<file path="src/design/abb_pkg.sv">
package abb_pkg;

  // Configuration register width and write port index width
  localparam int CFG_W     = 13;
  localparam int REG_IDX_W = 3;

  typedef logic [REG_IDX_W-1:0] reg_index_t;

  // Register indexes on the configuration port
  localparam reg_index_t REG_SOURCE_WIDTH  = 3'd0;
  localparam reg_index_t REG_SOURCE_HEIGHT = 3'd1;
  localparam reg_index_t REG_DEST_WIDTH    = 3'd2;
  localparam reg_index_t REG_DEST_HEIGHT   = 3'd3;
  localparam reg_index_t REG_OFFSET_X      = 3'd4;
  localparam reg_index_t REG_OFFSET_Y      = 3'd5;
  localparam reg_index_t REG_BLEND_MODE    = 3'd6;

  // Reset values
  localparam logic [CFG_W-1:0] RST_SOURCE_WIDTH  = 13'd16;
  localparam logic [CFG_W-1:0] RST_SOURCE_HEIGHT = 13'd16;
  localparam logic [CFG_W-1:0] RST_DEST_WIDTH    = 13'd640;
  localparam logic [CFG_W-1:0] RST_DEST_HEIGHT   = 13'd480;

  // Blend modes
  localparam logic MODE_PRECISE = 1'b0;
  localparam logic MODE_FAST    = 1'b1;

  typedef logic [31:0] pixel_t;
  typedef logic [23:0] index_t;
  typedef logic [23:0] rgb_t;

  typedef struct packed {
    logic [CFG_W-1:0]        source_width;
    logic [CFG_W-1:0]        source_height;
    logic [CFG_W-1:0]        dest_width;
    logic [CFG_W-1:0]        dest_height;
    logic signed [CFG_W-1:0] offset_x;
    logic signed [CFG_W-1:0] offset_y;
    logic                    blend_mode;
  } cfg_t;

endpackage

</file>
<file path="src/design/abb_if.sv">
// Pixel pair channel: source pixel with the matching destination pixel
interface abb_pixel_if;
  logic            valid;
  logic            ready;
  abb_pkg::pixel_t source_pixel;
  abb_pkg::pixel_t dest_pixel;

  modport source (output valid, output source_pixel, output dest_pixel, input ready);
  modport sink   (input valid, input source_pixel, input dest_pixel, output ready);
endinterface

// Result channel: destination write
interface abb_result_if;
  logic            valid;
  logic            ready;
  abb_pkg::index_t dest_index;
  abb_pkg::rgb_t   blended_color;
  logic            write_enable;
  logic            last_pixel;

  modport source (output valid, output dest_index, output blended_color,
                  output write_enable, output last_pixel, input ready);
  modport sink   (input valid, input dest_index, input blended_color,
                  input write_enable, input last_pixel, output ready);
endinterface

</file>
<file path="src/design/abb_raster.sv">
// Column and row walker over the source bitmap
module abb_raster #(
  parameter int MAX_DIMENSION = 4096,
  parameter int CW            = 12
) (
  input  logic            clk,
  input  logic            rst,
  input  logic            advance,
  input  abb_pkg::cfg_t   cfg,
  output logic [CW-1:0]   column,
  output logic [CW-1:0]   row,
  output logic            last
);
  import abb_pkg::*;

  localparam int SW = CFG_W + 1;
  localparam logic [SW-1:0] MAX_SIZE = SW'(MAX_DIMENSION);

  logic [SW-1:0] width_eff;
  logic [SW-1:0] height_eff;
  logic [SW-1:0] column_inc;
  logic [SW-1:0] row_inc;
  logic          column_wrap;
  logic          row_wrap;
  logic [CW-1:0] column_next;
  logic [CW-1:0] row_next;

  // Clamp source size into 1..MAX_DIMENSION
  always_comb begin
    priority if (cfg.source_width == '0) begin
      width_eff = SW'(1);
    end else if (SW'(cfg.source_width) > MAX_SIZE) begin
      width_eff = MAX_SIZE;
    end else begin
      width_eff = SW'(cfg.source_width);
    end
    priority if (cfg.source_height == '0) begin
      height_eff = SW'(1);
    end else if (SW'(cfg.source_height) > MAX_SIZE) begin
      height_eff = MAX_SIZE;
    end else begin
      height_eff = SW'(cfg.source_height);
    end
  end

  assign column_inc  = SW'(column) + SW'(1);
  assign row_inc     = SW'(row) + SW'(1);
  assign column_wrap = column_inc >= width_eff;
  assign row_wrap    = row_inc >= height_eff;
  assign last        = (column_inc == width_eff) && (row_inc == height_eff);

  // Raster step
  always_comb begin
    column_next = column;
    row_next    = row;
    if (column_wrap) begin
      column_next = '0;
      row_next    = row_wrap ? '0 : row_inc[CW-1:0];
    end else begin
      column_next = column_inc[CW-1:0];
    end
  end

  always_ff @(posedge clk) begin
    if (rst) begin
      column <= '0;
      row    <= '0;
    end else if (advance) begin
      column <= column_next;
      row    <= row_next;
    end
  end

endmodule

</file>
<file path="src/design/abb_blend.sv">
// Color blend, source alpha weights the destination pixel
module abb_blend (
  input  abb_pkg::pixel_t source_pixel,
  input  abb_pkg::pixel_t dest_pixel,
  input  logic            blend_mode,
  output abb_pkg::rgb_t   blended_color
);
  import abb_pkg::*;

  logic [8:0]  alpha;
  logic [8:0]  alpha_inv;
  logic [16:0] red_sum;
  logic [16:0] green_sum;
  logic [16:0] blue_src;
  logic [16:0] blue_dst;
  logic [8:0]  blue_sum;
  rgb_t        precise_color;

  logic [3:0]  alpha_n;
  logic [3:0]  alpha_n_inv;
  logic [7:0]  fast_chan [3];
  rgb_t        fast_color;

  // Precise 8-bit blend; blue rounds each product down separately
  assign alpha     = {1'b0, source_pixel[31:24]};
  assign alpha_inv = 9'h100 - alpha;
  assign red_sum   = 17'(alpha_inv * source_pixel[23:16]) + 17'(alpha * dest_pixel[23:16]);
  assign green_sum = 17'(alpha_inv * source_pixel[15:8]) + 17'(alpha * dest_pixel[15:8]);
  assign blue_src  = 17'(alpha_inv * source_pixel[7:0]);
  assign blue_dst  = 17'(alpha * dest_pixel[7:0]);
  assign blue_sum  = {1'b0, blue_src[15:8]} + {1'b0, blue_dst[15:8]};
  assign precise_color = {red_sum[15:8], green_sum[15:8], blue_sum[7:0]};

  // Fast blend on high nibbles
  assign alpha_n     = source_pixel[31:28];
  assign alpha_n_inv = 4'hF - alpha_n;

  always_comb begin
    for (int k = 0; k < 3; k++) begin
      fast_chan[k] = 8'(alpha_n_inv * source_pixel[8*k+4 +: 4])
                   + 8'(alpha_n * dest_pixel[8*k+4 +: 4]);
    end
  end

  assign fast_color = {fast_chan[2], fast_chan[1], fast_chan[0]};

  assign blended_color = (blend_mode == MODE_FAST) ? fast_color : precise_color;

endmodule

</file>
<file path="src/design/abb_clip.sv">
// Destination position, linear index and edge clipping
module abb_clip #(
  parameter int CW = 12
) (
  input  abb_pkg::cfg_t   cfg,
  input  logic [CW-1:0]   column,
  input  logic [CW-1:0]   row,
  output abb_pkg::index_t dest_index,
  output logic            write_enable
);
  import abb_pkg::*;

  // Position width: holds counter plus signed offset
  localparam int PW = ((CW + 1 > CFG_W) ? CW + 1 : CFG_W) + 1;
  localparam int MW = CFG_W + 1 + PW;

  logic signed [PW-1:0] pos_x;
  logic signed [PW-1:0] pos_y;
  logic signed [MW-1:0] row_base;
  logic [23:0]          pos_x_ext;

  assign pos_x = $signed({{(PW-CW){1'b0}}, column})
               + $signed({{(PW-CFG_W){cfg.offset_x[CFG_W-1]}}, cfg.offset_x});
  assign pos_y = $signed({{(PW-CW){1'b0}}, row})
               + $signed({{(PW-CFG_W){cfg.offset_y[CFG_W-1]}}, cfg.offset_y});

  // Inside the buffer on all four sides
  assign write_enable = !pos_x[PW-1] && !pos_y[PW-1]
                     && (pos_x < $signed({{(PW-CFG_W){1'b0}}, cfg.dest_width}))
                     && (pos_y < $signed({{(PW-CFG_W){1'b0}}, cfg.dest_height}));

  // Index wraps modulo 2^24, also off the buffer
  assign row_base  = $signed({1'b0, cfg.dest_width}) * pos_y;
  assign pos_x_ext = {{(24-PW){pos_x[PW-1]}}, pos_x};
  assign dest_index = row_base[23:0] + pos_x_ext;

endmodule

</file>
<file path="src/design/alpha_blend_blitter.sv">
// Alpha-blended block transfer of a source bitmap into a frame buffer.
// pixel_in carries one source pixel per transaction in raster order, paired
// with the destination pixel at the matching position. result_out carries
// the linear destination index, the blended RGB value, a write enable that
// is low off any edge of the destination, and a mark on the bitmap's final
// pixel. Registers are written on cfg_write with cfg_index / cfg_data. The
// user writes them only while no pixel is in flight; the block does not
// enforce this. Throughput: one pixel per clock while result_out does not
// stall. A pixel passes through the input register, then the result
// register, with the blend and index multiply between them.
// When result_out stalls, the result register holds and the input register
// fills; pixel_in.ready drops only when both are occupied.
// Reset clears the registers to their defaults, empties the pipeline and
// returns the column and row counters to the bitmap origin.
module alpha_blend_blitter #(
  parameter int MAX_DIMENSION = 4096
) (
  input  logic                   clk,
  input  logic                   rst,
  input  logic                   cfg_write,
  input  abb_pkg::reg_index_t    cfg_index,
  input  logic [abb_pkg::CFG_W-1:0] cfg_data,
  abb_pixel_if.sink              pixel_in,
  abb_result_if.source           result_out
);
  import abb_pkg::*;

  localparam int CW = $clog2(MAX_DIMENSION);

  cfg_t          cfg;
  logic          in_take;
  logic          s1_valid;
  logic          s1_ready;
  pixel_t        s1_source;
  pixel_t        s1_dest;
  logic [CW-1:0] s1_column;
  logic [CW-1:0] s1_row;
  logic          s1_last;
  logic          out_ready;

  logic [CW-1:0] cur_column;
  logic [CW-1:0] cur_row;
  logic          cur_last;
  rgb_t          color_comb;
  index_t        index_comb;
  logic          we_comb;

  // Configuration registers
  always_ff @(posedge clk) begin
    if (rst) begin
      cfg.source_width  <= RST_SOURCE_WIDTH;
      cfg.source_height <= RST_SOURCE_HEIGHT;
      cfg.dest_width    <= RST_DEST_WIDTH;
      cfg.dest_height   <= RST_DEST_HEIGHT;
      cfg.offset_x      <= '0;
      cfg.offset_y      <= '0;
      cfg.blend_mode    <= MODE_PRECISE;
    end else if (cfg_write) begin
      unique case (cfg_index)
        REG_SOURCE_WIDTH:  cfg.source_width  <= cfg_data;
        REG_SOURCE_HEIGHT: cfg.source_height <= cfg_data;
        REG_DEST_WIDTH:    cfg.dest_width    <= cfg_data;
        REG_DEST_HEIGHT:   cfg.dest_height   <= cfg_data;
        REG_OFFSET_X:      cfg.offset_x      <= cfg_data;
        REG_OFFSET_Y:      cfg.offset_y      <= cfg_data;
        REG_BLEND_MODE:    cfg.blend_mode    <= cfg_data[0];
        default: ;
      endcase
    end
  end

  // Handshake through the two register stages
  assign out_ready      = !result_out.valid || result_out.ready;
  assign s1_ready       = !s1_valid || out_ready;
  assign pixel_in.ready = s1_ready;
  assign in_take        = pixel_in.valid && s1_ready;

  abb_raster #(
    .MAX_DIMENSION (MAX_DIMENSION),
    .CW            (CW)
  ) u_raster (
    .clk     (clk),
    .rst     (rst),
    .advance (in_take),
    .cfg     (cfg),
    .column  (cur_column),
    .row     (cur_row),
    .last    (cur_last)
  );

  // Input register
  always_ff @(posedge clk) begin
    if (rst) begin
      s1_valid <= 1'b0;
    end else if (s1_ready) begin
      s1_valid <= pixel_in.valid;
    end
  end

  always_ff @(posedge clk) begin
    if (in_take) begin
      s1_source <= pixel_in.source_pixel;
      s1_dest   <= pixel_in.dest_pixel;
      s1_column <= cur_column;
      s1_row    <= cur_row;
      s1_last   <= cur_last;
    end
  end

  abb_blend u_blend (
    .source_pixel  (s1_source),
    .dest_pixel    (s1_dest),
    .blend_mode    (cfg.blend_mode),
    .blended_color (color_comb)
  );

  abb_clip #(
    .CW (CW)
  ) u_clip (
    .cfg          (cfg),
    .column       (s1_column),
    .row          (s1_row),
    .dest_index   (index_comb),
    .write_enable (we_comb)
  );

  // Result register
  always_ff @(posedge clk) begin
    if (rst) begin
      result_out.valid <= 1'b0;
    end else if (out_ready) begin
      result_out.valid <= s1_valid;
    end
  end

  always_ff @(posedge clk) begin
    if (out_ready && s1_valid) begin
      result_out.dest_index    <= index_comb;
      result_out.blended_color <= color_comb;
      result_out.write_enable  <= we_comb;
      result_out.last_pixel    <= s1_last;
    end
  end

endmodule
</file>
<file path="src/flat_wrapper.sv">
// flat-port wrapper written by rule: the top's interface ports become plain ports
module alpha_blend_blitter_flat import abb_pkg::*;
#(
  parameter int MAX_DIMENSION = 4096
)
  (clk, rst, cfg_write, cfg_index, cfg_data, pixel_in_valid, pixel_in_source_pixel, pixel_in_dest_pixel, pixel_in_ready, result_out_valid, result_out_dest_index, result_out_blended_color, result_out_write_enable, result_out_last_pixel, result_out_ready);
  abb_pixel_if pixel_in_i ();
  abb_result_if result_out_i ();
  input  logic clk;
  input  logic rst;
  input  logic cfg_write;
  input  abb_pkg::reg_index_t cfg_index;
  input  logic [abb_pkg::CFG_W-1:0] cfg_data;
  input wire logic [$bits(pixel_in_i.valid)-1:0] pixel_in_valid;
  input wire logic [$bits(pixel_in_i.source_pixel)-1:0] pixel_in_source_pixel;
  input wire logic [$bits(pixel_in_i.dest_pixel)-1:0] pixel_in_dest_pixel;
  output wire logic [$bits(pixel_in_i.ready)-1:0] pixel_in_ready;
  output wire logic [$bits(result_out_i.valid)-1:0] result_out_valid;
  output wire logic [$bits(result_out_i.dest_index)-1:0] result_out_dest_index;
  output wire logic [$bits(result_out_i.blended_color)-1:0] result_out_blended_color;
  output wire logic [$bits(result_out_i.write_enable)-1:0] result_out_write_enable;
  output wire logic [$bits(result_out_i.last_pixel)-1:0] result_out_last_pixel;
  input wire logic [$bits(result_out_i.ready)-1:0] result_out_ready;
  assign pixel_in_i.valid = pixel_in_valid;
  assign pixel_in_i.source_pixel = pixel_in_source_pixel;
  assign pixel_in_i.dest_pixel = pixel_in_dest_pixel;
  assign pixel_in_ready = pixel_in_i.ready;
  assign result_out_valid = result_out_i.valid;
  assign result_out_dest_index = result_out_i.dest_index;
  assign result_out_blended_color = result_out_i.blended_color;
  assign result_out_write_enable = result_out_i.write_enable;
  assign result_out_last_pixel = result_out_i.last_pixel;
  assign result_out_i.ready = result_out_ready;
  alpha_blend_blitter #(.MAX_DIMENSION(MAX_DIMENSION)) u_core (.clk(clk), .rst(rst), .cfg_write(cfg_write), .cfg_index(cfg_index), .cfg_data(cfg_data), .pixel_in(pixel_in_i), .result_out(result_out_i));
endmodule
</file>
<file path="config.mk">
export PLATFORM = sky130hd
export DESIGN_NAME = alpha_blend_blitter_flat
export DESIGN_NICKNAME = d
export VERILOG_FILES = /design/src/design/abb_pkg.sv /design/src/design/abb_if.sv /design/src/design/abb_raster.sv /design/src/design/abb_blend.sv /design/src/design/abb_clip.sv /design/src/design/alpha_blend_blitter.sv /design/src/flat_wrapper.sv
export SDC_FILE = /design/constraint.sdc
export NUM_CORES = 2
export LEC_CHECK = 0
export BUFFER_PORTS_ARGS = -buffer_cell sky130_fd_sc_hd__buf_2
export CORE_MARGIN = 5
export CORE_UTILIZATION = 37
export CTS_CLUSTER_DIAMETER = 50
export DETAILED_ROUTE_END_ITERATION = 8
export GPL_TIMING_DRIVEN = 0
export PLACE_DENSITY = 0.54
export SYNTH_ARGS = -nofsm -noshare
export SYNTH_HDL_FRONTEND = slang
export SYNTH_SLANG_ARGS = --single-unit
</file>
<file path="constraint.sdc">
create_clock -name clk -period 16.8 [get_ports clk]
set_clock_uncertainty 0.05 [all_clocks]
set_input_delay 3.36 -clock clk [delete_from_list [all_inputs] [get_ports clk]]
set_output_delay 3.36 -clock clk [all_outputs]
set_load 0.01 [all_outputs]
</file>
; Yosys cells after proc, flatten, opt, wreduce, memory -nomap -nowiden
; Index checks and enable logic that the tools add are counted.
[classes]
reduce_logical = 23
order_cmp = 6
addsub = 13
n_mul = 13
n_eq_ne = 8
mux = 7
[op_table]
columns = op, count
row1 = $mux W13, 4
row2 = $mul A4 B4 Y8, 6
row3 = $mul A8 B8 Y16, 3
row4 = $mul A9 B8 Y16, 3
row5 = $add A16 B16 Y16, 2
row6 = $add A8 B8 Y8, 4
row7 = $add A13 B13 Y14, 2
row8 = $eq A13 B14 Y1, 2
row9 = $ge A13 B14 Y1, 2
row10 = $lt A14 B14 Y1, 2
row11 = $add A12 B1 Y13 const B, 2
row12 = $gt A13 B13 Y1 const B, 2
row13 = $logic_not A13 Y1, 2
row14 = $add A24 B24 Y24, 1
row15 = $mul A14 B14 Y24, 1
row16 = $mux W12, 2
row17 = $mux W24, 1
row18 = $reduce_and A2 Y1, 8
row19 = $eq A3 B3 Y1 const B, 3
row20 = $sub A9 B8 Y9 const A, 1
row21 = $eq A3 B2 Y1 const B, 2
row22 = $logic_and A1 B1 Y1, 6
row23 = $logic_not A1 Y1, 4
row24 = $sub A4 B4 Y4 const A, 1
row25 = 3 further kinds, 4
[word_totals]
regBits = 236
out_inout_bits = 52

; Depth between registers and ports, before layout
[logic_depth]
ltp_word = 5
mapped_depth = 32
ltp_nobuf = 31

; Cells and area by module
; A second synthesis with hierarchy kept.
[hier_totals]
cells_unflattened = 3475
area_unflattened_um2 = 33306.9
[modules_own_cells]
columns = module, seq_area_each_um2, cells_each, n_inst, area_per_inst_um2
row1 = abb_blend, 0.0, 1848, 1, 15849.0
row2 = abb_clip, 0.0, 922, 1, 7890.1
row3 = alpha_blend_blitter, 5795.6, 441, 1, 7444.6
row4 = abb_raster, 480.5, 264, 1, 2123.3

; Worst setup path after synthesis
; Ideal clock, no wire load.
[synth_timing]
kind = register -> register
start = register u_core.s1_row[0]
end = register u_core.result_out.dest_index[23] (data pin)
t_required_ns = 16.482
setup_time_ns = 0.268
path_slack_ns = 9.217
arrival_time_ns = 7.266
stages_incl_launch_ff = 30
path_cell_list = edfxtp_1 ha_1 fa_1 a211oi_1 nor2_1 o21a_1 nor2_1 xnor2_1 clkbuf_1 nand2_1 fa_1 inv_1 fa_1 inv_1 fa_1 inv_1 fa_1 fa_1 inv_1 fa_1 inv_1 ha_1 and3_1 and3_1 a21oi_1 o21ai_1 o41ai_1 o21ai_0 o21ai_0 xnor3_1
[synth_between]
elab_chain_cells = 3
[synth_lines]
columns = element, line
row1 = from (decl), alpha_blend_blitter.sv:37  ; logic [CW-1:0] s1_row;
row2 = from (signal assigned), alpha_blend_blitter.sv:105  ; s1_row <= cur_row;
row3 = $add A13 B13 Y14, abb_clip.sv:25  ; + $signed({{(PW-CFG_W){cfg.offset_y[CFG_W-1]}}, cfg.offset_y});
row4 = $mul A14 B14 Y24, abb_clip.sv:33  ; assign row_base = $signed({1'b0, cfg.dest_width}) * pos_y;
row5 = $add A24 B24 Y24, abb_clip.sv:35  ; assign dest_index = row_base[23:0] + pos_x_ext;
row6 = net u_core.index_comb[23], alpha_blend_blitter.sv:45  ; index_t index_comb;
row7 = to (signal assigned), alpha_blend_blitter.sv:138  ; result_out.dest_index <= index_comb;
row8 = to (decl), abb_if.sv:21  ; modport source (output valid, output dest_index, output blended_color,
; The timed path passes the listed nets, and every way through them passes these cells.
; A chain may end at the register's enable or synchronous reset.

; Worst setup path after layout
; Same ends and word-level chain as after synthesis.

==> summary.txt <==
Clocking
  • Clock transition at path regs: approximately 0.060 ns
  • Clock Latency Late Sink: ~0.61 ns
  • CTS tree: done
  • H-tree depth: 2
  • Clk buf depth: 3
  • Clock Root Buffer: clkbuf_16
  • Post-CTS Setup Bufs: 0
  • Hold-fix buffers at CTS: 0
  • Sink Count: approximately 240
  • Post-CTS Resized: 0
  • Num CTS Buffers: 40

Drt
  • WL final: about 90,000 um
  • Post-route ant nets: 0
  • Vias/cell: approximately 4.8
  • DRC violation count after routing: 0
  • Initial DRC Count: 1,365
  • Wire per inst: ~18 um
  • TritonRoute pass-1 iters: 5
  • Via count: 23,280

Finish
  • Highest-count cells in the layout ignoring fill and taps: 688 x inv_1, 542 x nand2_1, 478 x fa_1, 398 x ha_1, 255 x and2_1
  • Most common cell after layout, fill and taps aside: inv_1
  • Layout cells sized above 1: under 10%
  • Layout Nets: between 4,000 and 5,000
  • # fillers: slightly below 9,000
  • Area grow syn2layout: 11.23%

Global route
  • Global route hottest layer: met2
  • M1 GR Usage: between 20 and 30%
  • GRT Total Usage: roughly a fifth
  • Number of global-route vias before repair: 24,560
  • Met3 Track Usage GR: 3.646%
  • GRT overflow: 0
  • First-pass GRT wire length: 141,100 um
  • Pin count of the biggest net entering global routing: between 50 and 60
  • Initial antenna violation count: 7
  • Met2 Resource Use GR: about 31%

Worst setup path
  • Crit path DAT: around 9.6 ns
  • Crit end category: flip-flop
  • Cell mode on critical path: fa_1
  • RR Endpoint: u_core.result_out.dest_index[23]
  • Reg2reg path depth: 29
  • CP top delay family: adder cells
  • Crit-path max FO: 10
  • Crit path largest cell delay: roughly 0.80 ns
  • Crit path required time: around 17 ns
  • Buffer and inverter count on the worst path: 6
  • Critical path class: reg2reg
  • FF-to-FF setup slack: around 7.5 ns
  • Slowest CP cell: o41ai_1
  • Reg2reg start: u_core.s1_row[0]
  • Type of origin of the critical path: flip-flop

Worst hold path
  • Hold Path End: u_core.result_out.last_pixel
  • Worst Hold Launch: u_core.s1_last
  • Hold path cells: 0
  • Hold crit path type: reg2reg

STA
  • Period utilization: 55.34%
  • Worst Hold Slack: 0.3952 ns
  • Final setup vio count: 0
  • Final min period: a little over 9 ns
  • Max Clk Rate: approximately 110 MHz
  • Setup TNS: 0 ns
  • Final Max Slew Viols: 0
  • Worst slew margin: roughly 14%
  • Unrepaired setup endpoints after global routing: false
  • Worst slew pin tran: between 1 and 1.5 ns
  • Final Hold Viols: 0

Synthesis
  • Post-synth ARST share: 0%
  • Post-Synthesis Cells: roughly 3,500
  • Post-synth EDFFs: around 130
  • Count of cell types in the netlist: 63
  • Mapped cell area: 32,160 um2
  • Yosys reg bits: between 200 and 250
  • Seq/Total Area, Yosys: between 10% and 20%
  • Synth Flop Type: edfxtp_1
  • Synth warn: 0
  • Avg Inst Size Synth: 9.249 um2

Pwr
  • Worst vdd ir: 0.1871 mV
  • PwrDens: approximately 130 nW/um2
  • Leakage power: roughly 17 nW

Floorplanning
  • Number of I/O pins: 137
  • Initial core utilization: around 37%
  • Die H: 304.8 um
  • Die area: just over 90,000 um2
  • Row cnt: ~110
  • CORE AREA: about 86,000 um2
  • Die width: ~300 um

Placed design
  • GP Congestion: between 0.8 and 0.9
  • Detailed placement HPWL: 71,120 um
  • Port-buffer cells: 128

Outcome
  • Status: completed

Run
  • Max-cap check violation count: 0
how the worst max path moves through the flow:
stage                                start                                to  slack, ns  cells after the start
after global routing      u_core.s1_row[0]  u_core.result_out.dest_index[23]       7.06                     29
final                     u_core.s1_row[0]  u_core.result_out.dest_index[23]       7.50                     29
after global placement    u_core.s1_row[0]  u_core.result_out.dest_index[23]       7.67                     29
after detailed placement  u_core.s1_row[0]  u_core.result_out.dest_index[23]       7.68                     29
after CTS                 u_core.s1_row[0]  u_core.result_out.dest_index[23]       7.64                     29
after floorplan           u_core.s1_row[0]  u_core.result_out.dest_index[23]       9.22                     29
cells by family after synthesis:
| logic type | after synthesis | synth area share, % |
|---|---|---|
| XOR/XNOR | 147 | 4.116 |
| buffers and inverters | 809 | 9.447 |
| other | 1 | 0.01166 |
| flip-flops | 236 | 18.77 |
| multiplexers | 11 | 0.3424 |
| AO/OA/AOI/OAI | 325 | 6.214 |
| adder cells (fa/ha/maj) | 876 | 45.24 |
| AND/OR/NAND/NOR | 1072 | 15.86 |
worst reg2reg max path: cells and delay by family, from the launching register on:
kind                       cells  cell delay [ns]
adders and majority gates      9             3.95
DFF                            1             0.37
buffers and inverters          6             0.79
and+or+nand+nor                5             0.88
xor gates and xnor gates       2             0.76
AOI/OAI and AO/OA              7             2.24
area by class of cell:
class / count / area, um2 / share of cell area [%]
antenna: 1 / 2.502 / 0.006996
buffer: 119 / 451.7 / 1.263
clock buffer: 44 / 1016 / 2.840
clock inverter: 30 / 427.9 / 1.196
inverter: 690 / 2590 / 7.241
multi-input combinational: 2434 / 23100 / 64.58
sequential: 236 / 6036 / 16.87
tap: 1155 / 1445 / 4.040
timing repair buffer: 131 / 700.7 / 1.959
per-stage QoR:
step	instance area [um2]	cells	setup slack, ns	util [%]	total power (W)
2_1_floorplan	32170	3479	9.217	-	0.003058
3_3_place_gp	34250	4762	7.668	39.61	0.003818
3_5_place_dp	34320	4765	7.677	39.69	0.003837
4_1_cts	35770	4839	7.642	41.36	0.004765
5_1_grt	35770	4840	7.059	41.36	0.005227
6_report	35770	4840	7.503	41.36	0.004696
layer usage:
metal / up-vias / wire, um
li1: 11160 / -
met1: 11470 / 41080
met2: 530 / 39440
met3: 127 / 5148
met4: 4 / 2822
met5: - / 23
cell usage after synthesis, types with 11 or more instances:
cell	n	share of area, %
a21o_1	45	1.1
a21oi_1	145	2.3
and2_1	255	5.0
and3_1	21	0.41
clkbuf_1	113	1.3
dfxtp_1	105	6.5
edfxtp_1	131	12
fa_1	478	30
ha_1	398	15
inv_1	688	8.0
mux2i_1	11	0.34
nand2_1	542	6.3
nand2b_1	19	0.37
nand3_1	26	0.40
nand4_1	11	0.21
nor2_1	87	1.0
nor2b_1	56	1.1
nor3_1	25	0.39
o21a_1	15	0.35
o21ai_0	42	0.65
o21ai_1	13	0.20
o21bai_1	15	0.35
xnor2_1	99	2.7
xor2_1	45	1.2
state kept, by name, indices dropped and copies added (netlist names):
| register | cells |
|---|---|
| u_core.cfg | 79 |
| u_core.s1_source | 32 |
| u_core.result_out.blended_color | 24 |
| u_core.result_out.dest_index | 24 |
| u_core.s1_dest | 24 |
| u_core.s1_column | 12 |
| u_core.s1_row | 12 |
| u_core.u_raster.column | 12 |
| u_core.u_raster.row | 12 |
| u_core.result_out.last_pixel | 1 |
| u_core.result_out.valid | 1 |
| u_core.result_out.write_enable | 1 |
| u_core.s1_last | 1 |
| u_core.s1_valid | 1 |
power breakdown:
group / total [W] / switching, W / leakage, nW / internal (W)
Combinational: 0.00299 / 0.00169 / 14.6 / 0.00130
Clock: 0.000880 / 0.000336 / 0.699 / 0.000544
Sequential: 0.000826 / 0.0000372 / 2.13 / 0.000788
Total: 0.00470 / 0.00206 / 17.4 / 0.00263
Note: power is estimated with default switching activity, not from simulation.
